**src/hdl/ipkd_pkg.sv**
```systemverilog
// Package for the IR pulse interval key decoder.
// Holds the register map, reset values, result kinds and window hit struct.
// No dependencies.
`timescale 1ns / 1ps

package ipkd_pkg;

  localparam int unsigned IntervalW = 16;
  localparam int unsigned KeyW      = 32;
  localparam int unsigned AddrW     = 5;
  localparam int unsigned DataW     = 32;

  typedef enum logic [2:0] {
    REG_START  = 3'd0,
    REG_REPEAT = 3'd1,
    REG_ZERO   = 3'd2,
    REG_ONE    = 3'd3,
    REG_GUARD  = 3'd4
  } reg_idx_e;

  localparam logic [IntervalW-1:0] StartReset  = 16'd13500;
  localparam logic [IntervalW-1:0] RepeatReset = 16'd11250;
  localparam logic [IntervalW-1:0] ZeroReset   = 16'd1125;
  localparam logic [IntervalW-1:0] OneReset    = 16'd2250;
  localparam logic [IntervalW-1:0] GuardReset  = 16'd300;

  typedef enum logic [1:0] {
    KIND_NEW    = 2'd0,
    KIND_REPEAT = 2'd1,
    KIND_ERROR  = 2'd2
  } kind_e;

  typedef struct packed {
    logic [IntervalW-1:0] start_nom;
    logic [IntervalW-1:0] rpt_nom;
    logic [IntervalW-1:0] zero_nom;
    logic [IntervalW-1:0] one_nom;
    logic [IntervalW-1:0] guard;
  } ipkd_cfg_t;

  typedef struct packed {
    logic start;
    logic rpt;
    logic zero;
    logic one;
  } ipkd_hits_t;

endpackage

```
**src/hdl/ipkd_classify.sv**
```systemverilog
// Window classifier: tests one interval against the start, repeat, zero
// and one windows with strict bounds, no wrap. Depends on ipkd_pkg.
`timescale 1ns / 1ps

module ipkd_classify import ipkd_pkg::*; (
  input  logic [IntervalW-1:0] interval_i,
  input  ipkd_cfg_t            cfg_i,
  output ipkd_hits_t           hits_o
);

  function automatic logic in_win(logic [IntervalW-1:0] x, logic [IntervalW-1:0] nom,
                                  logic [IntervalW-1:0] g);
    logic [IntervalW:0] lo_sum;
    logic [IntervalW:0] hi_sum;
    lo_sum = {1'b0, x} + {1'b0, g};
    hi_sum = {1'b0, nom} + {1'b0, g};
    return (lo_sum > {1'b0, nom}) && ({1'b0, x} < hi_sum);
  endfunction

  always_comb begin
    hits_o.start = in_win(interval_i, cfg_i.start_nom, cfg_i.guard);
    hits_o.rpt   = in_win(interval_i, cfg_i.rpt_nom, cfg_i.guard);
    hits_o.zero  = in_win(interval_i, cfg_i.zero_nom, cfg_i.guard);
    hits_o.one   = in_win(interval_i, cfg_i.one_nom, cfg_i.guard);
  end

endmodule

```
**src/hdl/ir_pulse_interval_key_decoder.sv**
```systemverilog
// Top level of the IR pulse interval key decoder: APB register file,
// input register, frame state and result register. Depends on ipkd_pkg
// and ipkd_classify.
//
// One interval beat is taken per cycle while in_stall_o is low. A beat is
// held in the input register, classified there and applied to the frame
// state when it leaves that register; its result, if any, is loaded into
// the result register at the same clock edge. One beat per cycle is
// sustained while the result register is not stalled. The rate is set by
// the single compare-and-shift stage between the input register and the
// result register. Intervals that produce no result never wait on a stalled result register.
`timescale 1ns / 1ps

module ir_pulse_interval_key_decoder import ipkd_pkg::*; #(
  parameter int unsigned KEY_BITS = 32
) (
  input  logic                 clk_i,
  input  logic                 rst_ni,
  input  logic                 psel,
  input  logic                 penable,
  input  logic                 pwrite,
  input  logic [AddrW-1:0]     paddr,
  input  logic [DataW-1:0]     pwdata,
  output logic [DataW-1:0]     prdata,
  output logic                 pready,
  input  logic                 in_valid_i,
  output logic                 in_stall_o,
  input  logic [IntervalW-1:0] interval_i,
  output logic                 out_valid_o,
  input  logic                 out_stall_i,
  output logic [KeyW-1:0]      key_code_o,
  output logic [1:0]           kind_o
);

  localparam int unsigned CntW = $clog2(KEY_BITS);
  localparam logic [CntW-1:0] CntLast = CntW'(KEY_BITS - 1);

  ipkd_cfg_t cfg_q;
  logic      cfg_we;
  reg_idx_e  cfg_idx;

  assign pready  = 1'b1;
  assign cfg_we  = psel & penable & pwrite & pready;
  assign cfg_idx = reg_idx_e'(paddr[AddrW-1:2]);

  always_ff @(posedge clk_i or negedge rst_ni) begin
    if (!rst_ni) begin
      cfg_q.start_nom <= StartReset;
      cfg_q.rpt_nom   <= RepeatReset;
      cfg_q.zero_nom  <= ZeroReset;
      cfg_q.one_nom   <= OneReset;
      cfg_q.guard     <= GuardReset;
    end else if (cfg_we) begin
      unique case (cfg_idx)
        REG_START:  cfg_q.start_nom <= pwdata[IntervalW-1:0];
        REG_REPEAT: cfg_q.rpt_nom   <= pwdata[IntervalW-1:0];
        REG_ZERO:   cfg_q.zero_nom  <= pwdata[IntervalW-1:0];
        REG_ONE:    cfg_q.one_nom   <= pwdata[IntervalW-1:0];
        REG_GUARD:  cfg_q.guard     <= pwdata[IntervalW-1:0];
        default: ;
      endcase
    end
  end

  always_comb begin
    unique case (cfg_idx)
      REG_START:  prdata = DataW'(cfg_q.start_nom);
      REG_REPEAT: prdata = DataW'(cfg_q.rpt_nom);
      REG_ZERO:   prdata = DataW'(cfg_q.zero_nom);
      REG_ONE:    prdata = DataW'(cfg_q.one_nom);
      REG_GUARD:  prdata = DataW'(cfg_q.guard);
      default:    prdata = '0;
    endcase
  end

  // input register
  logic                 s1_valid_q, s1_valid_d;
  logic [IntervalW-1:0] s1_interval_q;
  logic                 in_accept;
  logic                 s1_go;

  assign in_stall_o = s1_valid_q & ~s1_go;
  assign in_accept  = in_valid_i & ~in_stall_o;

  always_comb begin
    s1_valid_d = s1_valid_q;
    if (in_accept) begin
      s1_valid_d = 1'b1;
    end else if (s1_go) begin
      s1_valid_d = 1'b0;
    end
  end

  always_ff @(posedge clk_i or negedge rst_ni) begin
    if (!rst_ni) begin
      s1_valid_q <= 1'b0;
    end else begin
      s1_valid_q <= s1_valid_d;
    end
  end

  always_ff @(posedge clk_i) begin
    if (in_accept) begin
      s1_interval_q <= interval_i;
    end
  end

  ipkd_hits_t hits;

  ipkd_classify u_classify (
    .interval_i (s1_interval_q),
    .cfg_i      (cfg_q),
    .hits_o     (hits)
  );

  // frame state
  logic              in_frame_q, in_frame_d;
  logic [CntW-1:0]   cnt_q, cnt_d;
  logic [KeyW-1:0]   shift_q, shift_d;
  logic [KeyW-1:0]   last_key_q, last_key_d;
  logic              res_valid;
  logic [KeyW-1:0]   res_key;
  kind_e             res_kind;
  logic [KeyW-1:0]   shifted;

  assign shifted = {shift_q[KeyW-2:0], ~hits.zero};

  always_comb begin
    in_frame_d = in_frame_q;
    cnt_d      = cnt_q;
    shift_d    = shift_q;
    last_key_d = last_key_q;
    res_valid  = 1'b0;
    res_key    = last_key_q;
    res_kind   = KIND_REPEAT;
    if (!in_frame_q) begin
      if (hits.start) begin
        in_frame_d = 1'b1;
        cnt_d      = '0;
        shift_d    = '0;
      end else if (hits.rpt) begin
        res_valid = 1'b1;
      end
    end else if (hits.zero || hits.one) begin
      shift_d = shifted;
      if (cnt_q == CntLast) begin
        in_frame_d = 1'b0;
        cnt_d      = '0;
        last_key_d = shifted;
        res_valid  = 1'b1;
        res_key    = shifted;
        res_kind   = KIND_NEW;
      end else begin
        cnt_d = cnt_q + CntW'(1);
      end
    end else begin
      in_frame_d = 1'b0;
      cnt_d      = '0;
      shift_d    = '0;
      last_key_d = '0;
      res_valid  = 1'b1;
      res_key    = '0;
      res_kind   = KIND_ERROR;
    end
  end

  // result register
  logic            out_valid_q, out_valid_d;
  logic [KeyW-1:0] out_key_q;
  kind_e           out_kind_q;
  logic            out_load;

  assign out_load = ~out_valid_q | ~out_stall_i;
  assign s1_go    = s1_valid_q & (~res_valid | out_load);

  always_comb begin
    out_valid_d = out_valid_q;
    if (out_load) begin
      out_valid_d = s1_go & res_valid;
    end
  end

  always_ff @(posedge clk_i or negedge rst_ni) begin
    if (!rst_ni) begin
      in_frame_q  <= 1'b0;
      cnt_q       <= '0;
      shift_q     <= '0;
      last_key_q  <= '0;
      out_valid_q <= 1'b0;
    end else begin
      out_valid_q <= out_valid_d;
      if (s1_go) begin
        in_frame_q <= in_frame_d;
        cnt_q      <= cnt_d;
        shift_q    <= shift_d;
        last_key_q <= last_key_d;
      end
    end
  end

  always_ff @(posedge clk_i) begin
    if (s1_go && res_valid) begin
      out_key_q  <= res_key;
      out_kind_q <= res_kind;
    end
  end

  assign out_valid_o = out_valid_q;
  assign key_code_o  = out_key_q;
  assign kind_o      = out_kind_q;

endmodule

```
**config.mk**
```make
export PLATFORM = sky130hd
export DESIGN_NAME = ir_pulse_interval_key_decoder
export DESIGN_NICKNAME = d
export VERILOG_FILES = /design/src/hdl/ipkd_pkg.sv /design/src/hdl/ipkd_classify.sv /design/src/hdl/ir_pulse_interval_key_decoder.sv
export SDC_FILE = /design/constraint.sdc
export NUM_CORES = 1
export LEC_CHECK = 0
export BUFFER_PORTS_ARGS = -buffer_cell sky130_fd_sc_hd__buf_2
export CORE_ASPECT_RATIO = 0.6
export CORE_MARGIN = 2
export CORE_UTILIZATION = 30
export CTS_CLUSTER_SIZE = 30
export DETAILED_ROUTE_END_ITERATION = 6
export GPL_TIMING_DRIVEN = 0
export SLEW_MARGIN = 20
export SYNTH_ARGS = -nofsm -noshare
export SYNTH_HDL_FRONTEND = slang
export SYNTH_SLANG_ARGS = --single-unit
```
**constraint.sdc**
```tcl
create_clock -name clk_i -period 8.14 [get_ports clk_i]
set_input_delay 2.035 -clock clk_i [delete_from_list [all_inputs] [get_ports clk_i]]
set_output_delay 2.035 -clock clk_i [all_outputs]
set_load 0.05 [all_outputs]
```
==> results of run 1 <==
-- Yosys cell counts, drive strengths merged (3+ instances only) --
| cell | instances | area share |
|---|---|---|
| ha | 206 | 0.18 |
| nand2 | 140 | 0.036 |
| inv | 127 | 0.033 |
| dfrtp | 120 | 0.21 |
| o21ai | 114 | 0.039 |
| a21oi | 85 | 0.030 |
| nor2 | 63 | 0.016 |
| a22o | 61 | 0.037 |
| edfxtp | 50 | 0.10 |
| clkbuf | 38 | 0.0098 |
| mux2 | 36 | 0.028 |
| o31ai | 36 | 0.019 |
| xnor2 | 34 | 0.020 |
| a21o | 33 | 0.017 |
| xor2 | 32 | 0.019 |
| a22oi | 31 | 0.016 |
| dfstp | 31 | 0.056 |
| nand3 | 30 | 0.011 |
| buf | 28 | 0.014 |
| nor3 | 19 | 0.0065 |
| nand4 | 18 | 0.0077 |
| o21bai | 16 | 0.0082 |
| nand2b | 15 | 0.0064 |
| o22ai | 15 | 0.0064 |
| a211oi | 14 | 0.0079 |
| nor2b | 12 | 0.0051 |
| a31oi | 9 | 0.0039 |
| o21a | 7 | 0.0036 |
| a2111oi | 6 | 0.0036 |
| o211ai | 6 | 0.0031 |
| and4 | 5 | 0.0030 |
| fa | 5 | 0.0069 |
| nor4 | 5 | 0.0021 |
| o2111ai | 5 | 0.0030 |
| o41ai | 5 | 0.0048 |
| and3 | 4 | 0.0017 |
| or2 | 4 | 0.0017 |
| a221o | 3 | 0.0021 |
| a311o | 3 | 0.0021 |
| and2 | 3 | 0.0013 |
| nor3b | 3 | 0.0015 |
| o31a | 3 | 0.0018 |
| or3 | 3 | 0.0013 |
-- per-stage QoR --
| stage | TNS [ns] | hold WS, ns |
|---|---|---|
| after floorplan | 0 | 0.455 |
| after global placement | -4.74 | 0.471 |
| after detailed placement | 0 | 0.487 |
| after CTS | 0 | 0.502 |
| after global routing | 0 | 0.520 |
| final | 0 | 0.497 |
-- worst max-delay path: stages, from the launching register on --
cell and delay [ns]:
dfstp_2 0.60, ha_1 0.29, or2_2 0.29, a21oi_1 0.25, o31ai_1 0.15, o41a_1 0.36
a311o_1 0.41, a21oi_1 0.18, o21bai_1 0.09, xnor2_1 0.13, ha_1 0.21, a2111oi_0 0.43
o21ai_0 0.22, a2111oi_0 0.42, a21oi_1 0.19, nand4bb_1 0.17, nand3_1 0.13, o211ai_1 0.18
a21o_2 0.30, nor2_1 0.06, clkbuf_4 0.22
-- sequential cells by signal, summed over array words and instances (netlist names) --
register       flops
cfg_q             80
cnt_q              5
in_frame_q         1
key_code_o        32
kind_o             2
last_key_q        32
out_valid_o        1
s1_interval_q     16
s1_valid_q         1
shift_q           31
-- logic make-up (layout without fill, tap and decap cells) --
family	after synthesis	in the layout	share of synthesized area
AO/OA/AOI/OAI	473	473	0.221
XOR/XNOR	66	66	0.0396
adder cells (fa/ha/maj)	211	211	0.183
buffers and inverters	193	340	0.0561
flip-flops	201	201	0.364
multiplexers	37	37	0.0293
other	2	19	0.000515
AND/OR/NAND/NOR	331	331	0.106
-- path summary, 6_finish.rpt --
kind	start	endpoint	slack, ns	cells after the start
max	cfg_q[68]$_DFFE_PN1P_	in_stall_o	0.24	20
min	cnt_q[4]$_DFFE_PN0P_	cnt_q[4]$_DFFE_PN0P_	0.50	2
max reg2reg	cfg_q[68]$_DFFE_PN1P_	s1_interval_q[3]$_DFFE_PP_	2.01	19
min reg2reg	cnt_q[4]$_DFFE_PN0P_	cnt_q[4]$_DFFE_PN0P_	0.50	2
max in group asynchronous	rst_ni	last_key_q[23]$_DFFE_PN0P_	5.86	2
min in group asynchronous	rst_ni	cfg_q[51]$_DFFE_PN0P_	1.43	1
-- final cells by class --
type | instances | area (sq um)
multi-input combinational | 1135 | 8580
tap | 640 | 801
antenna | 2 | 5.00
inverter | 127 | 477
fill | 4899 | 31000
timing repair buffer | 101 | 581
clock buffer | 29 | 661
clock inverter | 17 | 155
sequential | 201 | 5320
buffer | 66 | 343
-- power groups by stage --
stage               combinational [mW]  clock, mW  sequential, mW
finish                            3.19       1.12            1.59
global route                      3.53       1.20            1.60
CTS                               3.13       1.16            1.57
detailed placement                3.11          0            1.58
global placement                  2.98          0            1.59
floorplan                         2.04          0            1.66
-- routing by layer --
layer  wire length, microns  global-route usage  up-vias
met5                      0                   0        -
met2                  17700               0.241      478
li1                       -                   -     5862
met4                   1100              0.0470        0
met1                  26100               0.326     6126
met3                   5100              0.0507       65
-- repair_timing --
action | 4_1_cts | 5_1_grt
setup buffers | 0 | 7
resized for setup | 5 | 11
endpoints found under the setup margin | 1 | 1
pin swaps | 0 | 2
==> run summary, run 1 <==
Cells after Synth -> 1,514
vias in the first global route -> 11,900
root buf cell -> clkbuf_16
Vias per Instance -> 5.41
Overall Power -> 5.90 mW
sequential share of the synthesized area -> 0.364
critical path type -> reg2out
most frequent cells in the layout -> ha_1 (206), nand2_1 (140), inv_1 (127)
pin count of the biggest net entering global routing -> 84
Initial Util -> 0.304
Avg Cell Area, Syn -> 9.64 sq um
worst hold path class -> reg2reg
synth unique cells -> 77
share of cells above drive strength 1 -> 0.159
Util after Layout -> 0.353
most common cell after layout, fill and taps aside -> ha_1
Startpoint Class -> flop
synth-to-layout area growth -> 16.0%
maximum VDD drop -> 0.148 mV
switching part of the total -> 0.484
Internal Pwr Total -> 3.05 mW
row count -> 62
Die H -> 175 microns
CTS tree -> done
Clk pin slew, worst setup/hold paths -> 0.06 ns
CTS Buf Count -> 25
initial antenna violation count -> 3
core area -> 47,900 sq um
port bufs -> 92
Gate power share -> 0.541
Clock Tree Buf Depth -> 3
total gr overflow -> 0
yosys warns -> 0
ANT nets after route -> 0
design area -> 16,900 sq um
die area -> 50,500 sq um
Psw -> 2.85 mW
final setup violation count -> 0
Async SR Flop Fraction -> 0.751
DRC Markers -> 0
PnR worst setup slack -> 0.241 ns
status -> finished clean
Most used DFF post-synth -> dfrtp_1
Slew headroom -> 0.338
clock power share -> 0.190
RSZ-0062 raised after global routing -> false
fmax -> 0.127 GHz
Max Cap Violations -> 0
Worst-Skew Late Latency -> 0.58 ns
CTS sink cnt -> 201
Arr. time, crit path -> 5.86 ns
Placed Instances -> 2,263
H-tree Lvls -> 1
Post-DP Area -> 16,000 sq um
Die Width -> 289 microns
Worst Tran Pin Value -> 0.986 ns
Via Count -> 12,500
Final Hold Violating Endpoints -> 0
crit path max fanout -> 5
Clock Skew -> 0.0289 ns
Leakage -> 7.62 nW
pre-CTS WS -> 0.265 ns
Pre-antenna DRT Iters -> 7
sequential power share -> 0.269
detailed placer's ending HPWL -> 40,500 microns
post-synthesis register bit count -> 201
critical path endpoint category -> primary output
final non-filler cell total -> 2,318
I/O pin cnt -> 129
Post-synth EDFFs -> 50
CP Data Required Time -> 6.11 ns
first-pass GRT wire length -> 73,900 microns
GR Util All Layers -> 0.197
drt wl/cell -> 21.6 microns
CTS Hold Bufs -> 0
Routed WL -> 50,100 microns
Final min period -> 7.90 ns
Synth Cell Area -> 14,600 sq um
final RePlAce weighted congestion -> 0.930
max-slew violations -> 0
pwr dens -> 348 nW/um^2
Final nets -> 1,928
Tcrit/Tclk final -> 0.970
1st-iter DRT viols -> 1,147
(Power assumes the default switching activity.)
==> run 2, diff against run 1 <==
--- a/config.mk
+++ b/config.mk
@@ -6,12 +6,15 @@
 export NUM_CORES = 1
 export LEC_CHECK = 0
 export BUFFER_PORTS_ARGS = -buffer_cell sky130_fd_sc_hd__buf_2
+export CELL_PAD_IN_SITES_DETAIL_PLACEMENT = 1
+export CELL_PAD_IN_SITES_GLOBAL_PLACEMENT = 2
 export CORE_ASPECT_RATIO = 0.6
 export CORE_MARGIN = 2
-export CORE_UTILIZATION = 30
+export CORE_UTILIZATION = 39
 export CTS_CLUSTER_SIZE = 30
 export DETAILED_ROUTE_END_ITERATION = 6
 export GPL_TIMING_DRIVEN = 0
+export PLACE_DENSITY_LB_ADDON = 0.1
 export SLEW_MARGIN = 20
 export SYNTH_ARGS = -nofsm -noshare
 export SYNTH_HDL_FRONTEND = slang
==> run summary, run 2 (same netlist as run 1, synthesis figures left out) <==
CP Data Required Time -> 6.11 ns (about the same)
Util after Layout -> 0.455 (was 0.353)
Worst Tran Pin Value -> 1.04 ns (was 0.986 ns)
critical path startpoint -> cfg_q[1]$_DFFE_PN0P_ (was cfg_q[68]$_DFFE_PN1P_)
Clk pin slew, worst setup/hold paths -> 0.07 ns (was 0.06 ns)
fillers -> 4,227 (was 4,899)
DRC Markers -> 0 (unchanged)
FF-to-FF Start -> cfg_q[68]$_DFFE_PN1P_ (unchanged)
CTS Hold Bufs -> 0 (unchanged)
detailed placer's ending HPWL -> 43,600 microns (was 40,500 microns)
vias in the first global route -> 12,600 (was 11,900)
Final nets -> 1,920 (was 1,928)
final setup violation count -> 0 (unchanged)
pwr dens -> 355 nW/um^2 (was 348 nW/um^2)
synth-to-layout area growth -> 14.0% (was 16.0%)
Die H -> 154 microns (was 175 microns)
maximum VDD drop -> 0.157 mV (was 0.148 mV)
Via Count -> 12,500 (about the same)
area of the multi-input gates -> 8610 sq um (was 8580 sq um)
Routed WL -> 52,900 microns (was 50,100 microns)
final RePlAce weighted congestion -> 0.934 (was 0.930)
port bufs -> 92 (unchanged)
die area -> 39,000 sq um (was 50,500 sq um)
total gr overflow -> 0 (unchanged)
1st-iter DRT viols -> 1,030 (was 1,147)
CTS tree -> done (unchanged)
sequential cell area -> 5320 sq um (unchanged)
H-tree Lvls -> 1 (unchanged)
worst hold path class -> reg2reg (unchanged)
Die Width -> 254 microns (was 289 microns)
max reg flops -> 80 (unchanged)
Clock Skew -> 0.0296 ns (was 0.0289 ns)
Slew headroom -> 0.303 (was 0.338)
fmax -> 0.126 GHz (was 0.127 GHz)
pin count of the biggest net entering global routing -> 91 (was 84)
R2R setup slack -> 1.99 ns (was 2.01 ns)
Max Cap Violations -> 0 (unchanged)
crit path max fanout -> 10 (was 5)
share of cells above drive strength 1 -> 0.153 (was 0.159)
ANT nets after route -> 0 (unchanged)
Arr. time, crit path -> 5.87 ns (was 5.86 ns)
row count -> 54 (was 62)
final setup TNS -> 0 ns (unchanged)
status -> finished clean (unchanged)
first-pass GRT wire length -> 79,300 microns (was 73,900 microns)
Overall Power -> 5.91 mW (was 5.90 mW)
max-slew violations -> 0 (unchanged)
Startpoint Class -> flop (unchanged)
Final min period -> 7.91 ns (was 7.90 ns)
critical path endpoint category -> primary output (unchanged)
Register-to-Register Path Depth -> 19 (unchanged)
Pre-antenna DRT Iters -> 6 (was 7)
core area -> 36,600 sq um (was 47,900 sq um)
Final Hold Violating Endpoints -> 0 (unchanged)
GR Util All Layers -> 0.275 (was 0.197)
Initial Util -> 0.399 (was 0.304)
Top reg by flops -> cfg_q (unchanged)
most common cell after layout, fill and taps aside -> ha_1 (unchanged)
Tcrit/Tclk final -> 0.971 (was 0.970)
most frequent cells in the layout -> ha_1 (206), nand2_1 (140), inv_1 (127) (unchanged)
ant diodes -> 0 (was 2)
Clock Tree Buf Depth -> 3 (unchanged)
Worst-Skew Late Latency -> 0.56 ns (was 0.58 ns)
drt wl/cell -> 24.4 microns (was 21.6 microns)
Vias per Instance -> 5.78 (was 5.41)
R2R Path End -> s1_interval_q[4]$_DFFE_PP_ (was s1_interval_q[3]$_DFFE_PP_)
initial antenna violation count -> 0 (was 3)
Leakage -> 7.55 nW (was 7.62 nW)
critical path type -> reg2out (unchanged)
I/O pin cnt -> 129 (unchanged)
CTS sink cnt -> 201 (unchanged)
root buf cell -> clkbuf_16 (unchanged)
CTS Buf Count -> 22 (was 25)
critical path endpoint -> in_stall_o (unchanged)
==> run 2: cell count changes in the layout (fill, tap and decap cells not counted), moves of 2 or more <==
| cell | delta |
|---|---|
| diode_2 | -2 |
| clkinv_4 | -2 |
| clkinv_1 | +3 |
| clkbuf_16 | -3 |
| a2111oi_0 | -2 |
| clkbuf_8 | -2 |
| buf_4 | -5 |
| inv_6 | -3 |
==> run 2: cell type report <==
type | instances | share of cell area
flip-flops and latches | 201 | 0.320
clock buffers | 25 | 0.0337
clock inverters | 15 | 0.00947
plain buffers | 66 | 0.0206
well taps | 504 | 0.0379
multi-input cells | 1135 | 0.517
inverters | 127 | 0.0286
repair buffers | 96 | 0.0325
==> run 2: per-layer routing <==
metal | global-route usage | vias to the layer above | wire, microns
li1 | - | 5820 | -
met1 | 0.459 | 6347 | 29100
met2 | 0.348 | 326 | 19000
met3 | 0.0653 | 47 | 3900
met4 | 0.0440 | 0 | 884
met5 | 0 | - | 0
==> run 2: timing repair <==
action,in CTS,in global routing
pin swaps,0,1
resized for setup,5,16
setup buffers,0,2
endpoints found under the setup margin,1,1
hold endpoints to repair,0,0
==> run 2: worst min path at each step <==
stage                                     from                         end  slack, ns  cells past startpoint
floorplan                 cnt_q[4]$_DFFE_PN0P_        cnt_q[4]$_DFFE_PN0P_       0.46                      2
global placement    last_key_q[30]$_DFFE_PN0P_  last_key_q[30]$_DFFE_PN0P_       0.47                      1
detailed placement        cnt_q[4]$_DFFE_PN0P_        cnt_q[4]$_DFFE_PN0P_       0.48                      2
CTS                       cnt_q[4]$_DFFE_PN0P_        cnt_q[4]$_DFFE_PN0P_       0.50                      2
global route        last_key_q[30]$_DFFE_PN0P_  last_key_q[30]$_DFFE_PN0P_       0.51                      1
finish                    cnt_q[4]$_DFFE_PN0P_        cnt_q[4]$_DFFE_PN0P_       0.49                      2
==> run 2: through the flow <==
stage          cell area, sq um  setup slack (ns)  hold WS (ns)  cells
6_report                  16600             0.233         0.491   2169
5_1_grt                   16600          -0.00175         0.511   2169
4_1_cts                   16600            0.0202         0.495   2167
3_5_place_dp              15800             0.290         0.482   2127
3_3_place_gp              15700            -0.201         0.472   2125
2_1_floorplan             14700              1.43         0.455   1529
==> run 2: where the power goes <==
group | internal [mW] | leakage, nW | switching, mW
combinational | 1.15 | 4.82 | 2.14
sequential | 1.28 | 2.37 | 0.300
clock | 0.568 | 0.355 | 0.464
total | 3.00 | 7.55 | 2.91
==> run 2: critical path, cell delays in order (launching register included) <==
cell and delay, ns:
dfrtp_2 0.54, inv_1 0.21, fa_1 0.48, nand2b_1 0.18, nand2b_1 0.08, a21oi_1 0.11, o21ai_0 0.23, a21oi_1 0.15
xnor2_1 0.69, ha_1 0.27, nand4_1 0.12, or2_2 0.31, nor4_1 0.32, o21ai_0 0.27, a221o_1 0.37, nand3_1 0.12
o211ai_1 0.17, a21o_2 0.31, nor2_1 0.09, buf_2 0.27
